**src/rtl/ppa_pkg.sv**
```systemverilog
// Shared types and constants for the particle pool allocator and step unit.
package ppa_pkg;

   // Pool geometry; the free-slot search looks at one 32-slot group per cycle
   localparam int SLOTS    = 512;
   localparam int IDX_W    = $clog2(SLOTS);
   localparam int GRP_BITS = 32;
   localparam int GRP_LSB  = $clog2(GRP_BITS);
   localparam int GROUPS   = SLOTS / GRP_BITS;
   localparam int GRP_W    = IDX_W - GRP_LSB;
   localparam int QDEPTH   = 2;

   // Opcodes of the request channel
   localparam logic OP_SPAWN = 1'b0;
   localparam logic OP_STEP  = 1'b1;

   typedef enum logic [1:0] {
      CMD_SPAWN,
      CMD_STEP,
      CMD_SKIP
   } cmd_kind_type;

   // Classified request as it travels from the front queue to the back end
   typedef struct packed {
      cmd_kind_type       kind;
      logic [8:0]         slot;
      logic [15:0]        dt;
      logic signed [31:0] pos_x;
      logic signed [31:0] pos_y;
      logic signed [31:0] pos_z;
      logic signed [31:0] vel_x;
      logic signed [31:0] vel_y;
      logic signed [31:0] vel_z;
      logic [15:0]        alpha;
      logic [23:0]        fade_rate;
      logic [30:0]        life;
   } cmd_type;

   // Result beat
   typedef struct packed {
      logic [8:0]         out_slot;
      logic               alive;
      logic               evicted;
      logic signed [31:0] out_pos_x;
      logic signed [31:0] out_pos_y;
      logic signed [31:0] out_pos_z;
      logic [15:0]        out_alpha;
   } rsp_type;

endpackage

```
**src/rtl/ppa_front.sv**
```systemverilog
// Front end: accepts request beats, classifies them and queues them for the back end.
module ppa_front (
   input  logic                 clock,
   input  logic                 reset,
   input  logic                 req_valid,
   output logic                 req_stall,
   input  logic                 req_opcode,
   input  logic [8:0]           req_slot,
   input  logic [15:0]          req_dt,
   input  logic signed [31:0]   req_pos_x,
   input  logic signed [31:0]   req_pos_y,
   input  logic signed [31:0]   req_pos_z,
   input  logic signed [31:0]   req_vel_x,
   input  logic signed [31:0]   req_vel_y,
   input  logic signed [31:0]   req_vel_z,
   input  logic [15:0]          req_alpha,
   input  logic [23:0]          req_fade_rate,
   input  logic [30:0]          req_life,
   output logic                 cmd_valid,
   output ppa_pkg::cmd_type     cmd,
   input  logic                 cmd_take
);

   ppa_pkg::cmd_type                      qmem_ff [ppa_pkg::QDEPTH];
   logic [$clog2(ppa_pkg::QDEPTH)-1:0]    wptr_ff, wptr_in, rptr_ff, rptr_in;
   logic [$clog2(ppa_pkg::QDEPTH):0]      count_ff, count_in;
   ppa_pkg::cmd_type                      cls;
   logic                                  push;
   logic                                  pop;

   // Classify the incoming beat
   always_comb begin
      cls = '0;
      cls.slot      = req_slot;
      cls.dt        = req_dt;
      cls.pos_x     = req_pos_x;
      cls.pos_y     = req_pos_y;
      cls.pos_z     = req_pos_z;
      cls.vel_x     = req_vel_x;
      cls.vel_y     = req_vel_y;
      cls.vel_z     = req_vel_z;
      cls.alpha     = req_alpha;
      cls.fade_rate = req_fade_rate;
      cls.life      = req_life;
      if (req_opcode == ppa_pkg::OP_SPAWN) begin
         cls.kind = ppa_pkg::CMD_SPAWN;
      end else if (32'(req_slot) >= ppa_pkg::SLOTS) begin
         cls.kind = ppa_pkg::CMD_SKIP;
      end else begin
         cls.kind = ppa_pkg::CMD_STEP;
      end
   end

   assign req_stall = (count_ff == ($clog2(ppa_pkg::QDEPTH)+1)'(ppa_pkg::QDEPTH));
   assign push      = req_valid && !req_stall;
   assign cmd_valid = (count_ff != '0);
   assign pop       = cmd_valid && cmd_take;
   assign cmd       = qmem_ff[rptr_ff];

   // Advance queue pointers
   always_comb begin
      wptr_in  = push ? wptr_ff + 1'b1 : wptr_ff;
      rptr_in  = pop ? rptr_ff + 1'b1 : rptr_ff;
      count_in = count_ff + (($clog2(ppa_pkg::QDEPTH)+1)'(push))
                 - (($clog2(ppa_pkg::QDEPTH)+1)'(pop));
   end

   always_ff @(posedge clock) begin
      if (reset) begin
         wptr_ff  <= '0;
         rptr_ff  <= '0;
         count_ff <= '0;
      end else begin
         wptr_ff  <= wptr_in;
         rptr_ff  <= rptr_in;
         count_ff <= count_in;
      end
   end

   // Hold queued beats
   always_ff @(posedge clock) begin
      if (push) begin
         qmem_ff[wptr_ff] <= cls;
      end
   end

endmodule

```
**config.mk**
```make
export PLATFORM = sky130hd
export DESIGN_NAME = ppa_front
export DESIGN_NICKNAME = d
export VERILOG_FILES = /design/src/rtl/ppa_pkg.sv /design/src/rtl/ppa_front.sv
export SDC_FILE = /design/constraint.sdc
export NUM_CORES = 1
export LEC_CHECK = 0
export BUFFER_PORTS_ARGS = -buffer_cell sky130_fd_sc_hd__buf_2
export CAP_MARGIN = 20
export CORE_AREA = 2 2 226 228
export CTS_CLUSTER_SIZE = 24
export DETAILED_ROUTE_END_ITERATION = 6
export DIE_AREA = 0 0 228 230
export PLACE_DENSITY = 0.74
export SLEW_MARGIN = 20
export SYNTH_ARGS = -nofsm -noshare
export SYNTH_HDL_FRONTEND = slang
export SYNTH_SLANG_ARGS = --single-unit
```
**constraint.sdc**
```tcl
create_clock -name clock -period 11.2 [get_ports clock]
set_clock_uncertainty 0.15 [all_clocks]
set_input_delay 2.24 -clock clock [delete_from_list [all_inputs] [get_ports clock]]
set_output_delay 2.24 -clock clock [all_outputs]
set_load 0.005 [all_outputs]
```
Word-level counts from Yosys, hierarchy flattened
Memory sizes are Yosys's and may differ from the RTL's. A register that Yosys moved wholly into a read port is not among the register bits.
Index checks and enable logic that the tools add are counted.
Widths: inputs -> output; s select.

word-level totals
  input bits = 293
  register bits = 4
  latch bits = 0
  memory bits (writable) = 578
  output and inout bits = 292
  memories kept = 1
  logic and storage cells = 18
  ROM bits = 0

cells by class
  reduce and logical (&&, ||, !) cells = 4
  bitwise logic cells = 0
  mux-type cells = 5
  multiply operators = 0
  eq/ne operators = 1
  divide/modulo/power cells = 0
  $add $sub $neg = 4
  shifts and indexed selects = 0
  magnitude comparators = 0

memory list
  memory   depth  bits a word  rd ports  clocked after memory_dff  wr ports  line             RTL
  qmem_ff  2      289          1         1                         1         ppa_front.sv:24  ppa_pkg::cmd_type qmem_ff [ppa_pkg::QDEPTH];

operators with widths
  operator             count
  $mux 1               5
  $add 1x1->1 const B  2
  $add 2x1->2          1
  $eq 2x2->1 const B   1
  $logic_and 1x1->1    2
  $reduce_bool 2->1    1
  $sub 2x1->2          1
  $logic_not 1->1      1

Logic depth before layout (Yosys ltp)
Gate-level depths: netlist of the first run.

  depth after elaboration = 5
  gate-level depth with buffers = 8
  mapped depth without buffers = 8

Worst setup path after synthesis of the first run
OpenSTA, ideal clock, no wires.

  path kind = input to register
  from = in req_valid
  to = mem qmem_ff[1][0] (netlist name) (enable)
  stages = 1
  data required time = 10.361 ns
  library setup time = 0.689 ns
  setup slack = 1.496 ns
  arrival = 8.865 ns
  path buffers = 0
  path through = and3_1

between the ends
  word-level cells in the longest chain between the ends = 3

ends and longest elaborated chain
  item                          line             RTL
  start, declared               ppa_front.sv:5   input logic req_valid,
  $logic_and 1x1->1             ppa_front.sv:55  assign push = req_valid && !req_stall;
  $mux 1                        ppa_front.sv:82  if (push) begin
  $mux 1 (not written as such)  ppa_front.sv:83  qmem_ff[wptr_ff] <= cls;
  end, declared                 ppa_front.sv:24

Every way passes these cells.

==> results.json, run 1 <==
{
  "synth_cells": 928,
  "tightest_slew_ns": 1.21,
  "synth_area_leaders": "edfxtp_1 (79%), mux2_4 (14%), mux2_2 (4.6%), buf_6 (1.3%), dfxtp_1 (0.46%)",
  "grt-ovfl-total": 0,
  "holdCritPathClass": "register to register",
  "peakVddDrop_mv": 0.191,
  "cts-resized-gates": 0,
  "crit_path_start_kind": "register",
  "drc": 0,
  "synth.most_common_cell": "edfxtp_1",
  "dr_total_vias": 10900,
  "synth_seq_cells": 583,
  "max_stage_delay_ns": 0.63,
  "place_congestion": 0.813,
  "synth-adder-area-share_pct": 0.114,
  "drive_gt1_share_pct": 60.4,
  "cts_root_buffer": "clkbuf_16",
  "max_cap_violations": 0,
  "worst_ep_required_time_ns": 8.81,
  "async_flop_share_pct": 0,
  "insertion_delay_ns": 0.58,
  "wl_um": 46400,
  "critical_path_class": "register to output port",
  "grt_pass1_wl_um": 67500,
  "row_count": 82,
  "synth_area_mm2": 0.0219,
  "fin_crit_ns": 5.08,
  "grt_pass1_vias": 11400,
  "muxShareOfSynthArea_pct": 18.3,
  "cts_buffer_depth": 3,
  "yosys.area_share.xor_xnor_pct": 0.0799,
  "fin_hold_ws_ns": 0.357,
  "final_net_count": 1838,
  "place_ws_ns": 6.21,
  "synth-edff-count": 578,
  "holdCritStartpoint": "wptr_ff",
  "wire_per_inst_um": 20.5,
  "cts.reportedPaths.clkPinSlew_ns": 0.06,
  "worstPathArrival_ns": 2.69,
  "grt_max_degree": 157,
  "cts_made_buffers": 56,
  "drt_iter0_drc": 685,
  "postCtsSetupBuffers": 0,
  "area_delta_synth_final_pct": 23.8,
  "cp_cell_sequence": "buf_12, mux2_2, buf_2",
  "synth_area_leader_cell": "edfxtp_1",
  "final_hold_viol_count": 0,
  "io_pins": 585,
  "fillers": 3917,
  "ctsHoldBuffers": 0,
  "ys_types": 24,
  "setup_ws_ns": 6.12,
  "synth_flop_cell": "edfxtp_1",
  "netlist_top_cells_count": "edfxtp_1 (578), mux2_4 (200), mux2_2 (89)",
  "cp-end-kind": "output port",
  "detail-route-antenna-nets": 0,
  "path_max_fanout": 144,
  "die_h_um": 230,
  "fmax_mhz": 197,
  "cts_tree": "built",
  "drv_slew": 0,
  "core_area_mm2": 0.0499,
  "fin_util_pct": 54.4,
  "tns_ns": 0,
  "clock-sinks": 583,
  "synth_compound_area_share_pct": 0.0799,
  "syn_nets": 1223,
  "cpMaxStageDelayCell": "dfxtp_4",
  "first_pass_iters": 5,
  "status": "finished clean",
  "rsz0062_at_grt": "no",
  "htree_levels": 2,
  "synth_top_family_by_area": "multiplexers",
  "synth_top_cell_area_share_pct": 79.2,
  "ys_warn_count": 0,
  "vias_per_cell": 4.80,
  "setup_viol": 0,
  "synth.yosys.seq_area_share_pct": 79.6,
  "initial_utilization_pct": 44.0,
  "synth-simple-area-share_pct": 0.263,
  "p_leak_nw": 10.4,
  "syn_avg_cell_area_um2": 23.6,
  "pwr_density_cell_mw_per_mm2": 229,
  "reg2reg_from": "count_ff[0]",
  "fin_crit_sh_pct": 45.3,
  "numPortBuffers": 583,
  "grt_use_total_pct": 17.0,
  "dieArea_mm2": 0.0524,
  "hpwl_um": 31700,
  "relSlewSlack_pct": 19.3,
  "die_x_um": 228,
  "antenna_found_initial": 17
}
==> kinds of logic (layout without fill, tap and decap cells) <==
| group | Yosys count | in the layout |
|---|---|---|
| AOI/OAI and AO/OA | 3 | 3 |
| xor gates and xnor gates | 2 | 2 |
| adders and majority gates | 2 | 2 |
| buffers and inverters | 37 | 693 |
| DFF | 583 | 583 |
| muxes | 289 | 289 |
| other | 1 | 6 |
| and+or+nand+nor | 11 | 11 |
==> flip-flops by register name (all words and copies together) (netlist names), named ones only <==
signal    flops
rptr_ff       1
wptr_ff       1
qmem_ff     578
count_ff      2
==> worst paths after layout <==
check | endpoint | cells past startpoint | slack (ns)
max | cmd[273] | 3 | 6.12
min | wptr_ff | 2 | 0.36
max reg2reg | qmem_ff[0][196] | 5 | 8.08
min reg2reg | wptr_ff | 2 | 0.36
==> layer usage <==
metal	global-route usage, %	up-vias	part of all wire, %
li1	-	4947	-
met1	19.2	5312	37
met2	29.5	476	50
met3	6.87	105	9.7
met4	5.56	22	2.6
met5	0	-	0.30
==> power by group <==
| part | internal, W | switching [W] |
|---|---|---|
| registers | 0.00278 | 0.0000896 |
| logic | 0.000854 | 0.000765 |
| clock network | 0.000974 | 0.000762 |
| total | 0.00461 | 0.00162 |
==> worst max-delay path, delay by kind of cell (launching register included) <==
family                 cells  cell delay (ns)
buffers and inverters      2             0.68
flip-flops                 1             0.63
multiplexers               1             0.45
==> cell usage in the layout (no fill, tap or decap), drive strengths merged <==
cell    instances
clkinv         24
nand2b          1
o21ai           1
or2             1
xor2            1
buf           590
xnor2           1
a21oi           1
nor3            1
nand2           1
bufinv          2
and3            1
o21a            1
mux2          289
inv             7
edfxtp        578
clkbuf         70
nor2            3
nor2b           1
conb            1
or3             1
and2            1
diode           5
ha              2
dfxtp           5
==> per-stage QoR <==
| step | std cells | instance area [um2] | total power [W] |
|---|---|---|---|
| 2_1_floorplan | 928 | 21900 | 0.00402 |
| 3_3_place_gp | 2157 | 25500 | 0.00452 |
| 3_5_place_dp | 2157 | 25500 | 0.00456 |
| 4_1_cts | 2256 | 27100 | 0.00630 |
| 5_1_grt | 2259 | 27100 | 0.00649 |
| 6_report | 2261 | 27100 | 0.00623 |
==> cell type report <==
| type | count | area [um2] | area share [%] |
|---|---|---|---|
| timing repair buffer | 590 | 3010 | 11.1 |
| inverter | 4 | 22.5 | 0.0830 |
| tap | 672 | 841 | 3.10 |
| multi-input combinational | 308 | 4130 | 15.2 |
| antenna | 5 | 12.5 | 0.0461 |
| sequential | 583 | 17500 | 64.3 |
| clock inverter | 29 | 198 | 0.728 |
| clock buffer | 70 | 1480 | 5.43 |
Power figures use the tool's default switching activity.
==> inputs of run 2 (changes only) <==
--- a/config.mk
+++ b/config.mk
@@ -5,13 +5,14 @@
 export SDC_FILE = /design/constraint.sdc
 export NUM_CORES = 1
 export LEC_CHECK = 0
+export ABC_AREA = 1
 export BUFFER_PORTS_ARGS = -buffer_cell sky130_fd_sc_hd__buf_2
 export CAP_MARGIN = 20
 export CORE_AREA = 2 2 226 228
 export CTS_CLUSTER_SIZE = 24
 export DETAILED_ROUTE_END_ITERATION = 6
 export DIE_AREA = 0 0 228 230
-export PLACE_DENSITY = 0.74
+export PLACE_DENSITY = 0.77
 export SLEW_MARGIN = 20
 export SYNTH_ARGS = -nofsm -noshare
 export SYNTH_HDL_FRONTEND = slang
==> constraint.sdc (replaced) <==
create_clock -name clock -period 4.6 [get_ports clock]
set_clock_uncertainty 0.15 [all_clocks]
set_input_delay 0.92 -clock clock [delete_from_list [all_inputs] [get_ports clock]]
set_output_delay 0.92 -clock clock [all_outputs]
set_load 0.005 [all_outputs]
==> results.json, run 2 <==
{
  "synth-edff-count": 578,
  "cp_num_buf_inv": 2,
  "hpwl_um": 34000,
  "peakVddDrop_mv": 0.404,
  "dr_total_vias": 11200,
  "relSlewSlack_pct": 38.6,
  "netlist_top_cells_count": "edfxtp_1 (578), mux2_4 (200), mux2_2 (89)",
  "final_hold_viol_count": 0,
  "row_count": 82,
  "core_area_mm2": 0.0499,
  "first_pass_iters": 4,
  "worst_ep_required_time_ns": 3.53,
  "detail-route-antenna-nets": 0,
  "async_flop_share_pct": 0,
  "cts_tree": "built",
  "area_delta_synth_final_pct": 25.7,
  "layout_commonest_cell": "buf_2",
  "synth_area_leader_cell": "edfxtp_1",
  "pwr_density_cell_mw_per_mm2": 540,
  "holdCritPathClass": "input pin to register",
  "cts.reportedPaths.clkPinSlew_ns": 0.06,
  "clock-sinks": 583,
  "critical_path_class": "register to output port",
  "rsz0062_at_grt": "no",
  "drc": 0,
  "vias_per_cell": 4.83,
  "die_x_um": 228,
  "cp-end-kind": "output port",
  "regMostFlops": "qmem_ff",
  "cts_root_buffer": "clkbuf_16",
  "setup_ws_ns": 1.07,
  "cp_cell_sequence": "buf_4, mux2_2, buf_2",
  "hold-path-cell-count": 2,
  "placed_cell_area_mm2": 0.0258,
  "synth_cells": 940,
  "cts-resized-gates": 0,
  "synth_area_leaders": "edfxtp_1 (79%), mux2_4 (14%), mux2_2 (4.6%), buf_6 (1.3%), dfxtp_1 (0.46%)",
  "final_net_count": 1877,
  "numPortBuffers": 583,
  "synth_flop_cell": "edfxtp_1",
  "hold_end": "count_ff[0]",
  "dieArea_mm2": 0.0524,
  "final_cell_mix": "buf_2 (583), edfxtp_1 (578), mux2_4 (200)",
  "crit_path_start_kind": "register",
  "wl_um": 47600,
  "ctsHoldBuffers": 0,
  "antenna_found_initial": 16,
  "place_congestion": 0.912,
  "p_leak_nw": 10.7,
  "syn_avg_cell_area_um2": 23.3,
  "r2r-end": "qmem_ff[1][133]",
  "fmax_mhz": 283,
  "crit_family": "flip-flops",
  "cts_buffer_depth": 3,
  "tns_ns": 0,
  "reg2reg_slack_ns": 2.03,
  "fin_hold_ws_ns": 0.338,
  "reg2reg_from": "count_ff[0]",
  "largest_register_ff_count": 578,
  "grt_pass1_vias": 11800,
  "worstPathArrival_ns": 2.46,
  "fin_crit_sh_pct": 76.8,
  "fin_crit_ns": 3.53,
  "holdCritStartpoint": "reset",
  "final_area_mm2": 0.0276,
  "setup_viol": 0,
  "cts_made_buffers": 58,
  "initial_utilization_pct": 44.0,
  "synth.most_common_cell": "edfxtp_1",
  "cpMaxStageDelayCell": "dfxtp_4",
  "ys_types": 14,
  "drt_iter0_drc": 621,
  "synth_area_mm2": 0.0219,
  "synth_top_cell_area_share_pct": 79.1,
  "drive_gt1_share_pct": 60.3,
  "grt_pass1_wl_um": 69800,
  "tightest_slew_ns": 0.921,
  "path_max_fanout": 44,
  "io_pins": 585,
  "syn_nets": 1235,
  "grt_max_degree": 140,
  "reg2reg_depth": 5,
  "status": "finished clean",
  "postCtsSetupBuffers": 0,
  "htree_levels": 2,
  "grt_use_total_pct": 17.6,
  "place_ws_ns": 1.63,
  "synth_seq_cells": 583,
  "grt-ovfl-total": 0,
  "ys_warn_count": 0,
  "insertion_delay_ns": 0.59,
  "wire_per_inst_um": 20.6,
  "max_cap_violations": 0,
  "reg_top3": "qmem_ff (578), count_ff (2)",
  "drv_slew": 0,
  "synth.yosys.seq_area_share_pct": 79.6,
  "max_stage_delay_ns": 0.85,
  "die_h_um": 230
}
## run 2: cell types whose count changed after synthesis, sizes merged, moves of 3 or more
cell / before / now
inv: 4 / 10
nor2: 3 / 9
nand2: 1 / 8
nand3: 0 / 3
## run 2: metrics by stage
stage | util (%) | total power (W) | std cells
detailed placement | 51.7 | 0.0106 | 2194
floorplan | - | 0.00928 | 940
global route | 55.3 | 0.0155 | 2306
CTS | 55.3 | 0.0151 | 2301
finish | 55.3 | 0.0149 | 2308
global placement | 51.7 | 0.0105 | 2194
## run 2: power by group
group,switching [W],internal [W]
registers,0.000248,0.00674
logic,0.00165,0.00184
clock network,0.00186,0.00256
total,0.00376,0.0111
## run 2: kinds of logic after synthesis
| group | synth area share, % |
|---|---|
| other | 0.0171 |
| AO/OA/AOI/OAI | 0.0456 |
| multiplexers | 18.3 |
| flip-flops | 79.6 |
| AND/OR/NAND/NOR | 0.359 |
| buffers and inverters | 1.65 |
| adder cells (fa/ha/maj) | 0.114 |
## run 2: final cells by class
type / count / area, um2
multi-input combinational: 314 / 4160
tap: 672 / 841
inverter: 10 / 41.3
antenna: 7 / 17.5
clock inverter: 36 / 236
timing repair buffer: 615 / 3260
fill: 3817 / 22300
sequential: 583 / 17500
clock buffer: 71 / 1560
## run 2: how the worst max path moves through the flow
stage | start | to | slack, ns | depth (start not counted)
3_5_place_dp | register | cmd[273] | 1.63 | 3
5_1_grt | register | cmd[273] | 0.94 | 3
3_3_place_gp | req_valid | qmem_ff[0][56] | 1.69 | 4
6_report | register | cmd[273] | 1.07 | 3
4_1_cts | register | cmd[273] | 0.99 | 3
2_1_floorplan | req_valid | qmem_ff[1][0] | -1.26 | 2
## run 2: worst register-to-register path: stages (launching register included)
cell and delay (ns):
dfxtp_1 0.37, inv_1 0.06, nand2_1 0.27, nand3_4 0.13, clkinvlp_4 0.40, buf_12 0.54
## run 2: per-layer routing
metal / up-vias / routed length [um] / GRT usage (%)
met5: - / 96 / 0
met4: 16 / 1390 / 6.17
met3: 101 / 4380 / 6.31
met2: 483 / 24200 / 30.4
met1: 5519 / 17600 / 20.3
li1: 5037 / - / -
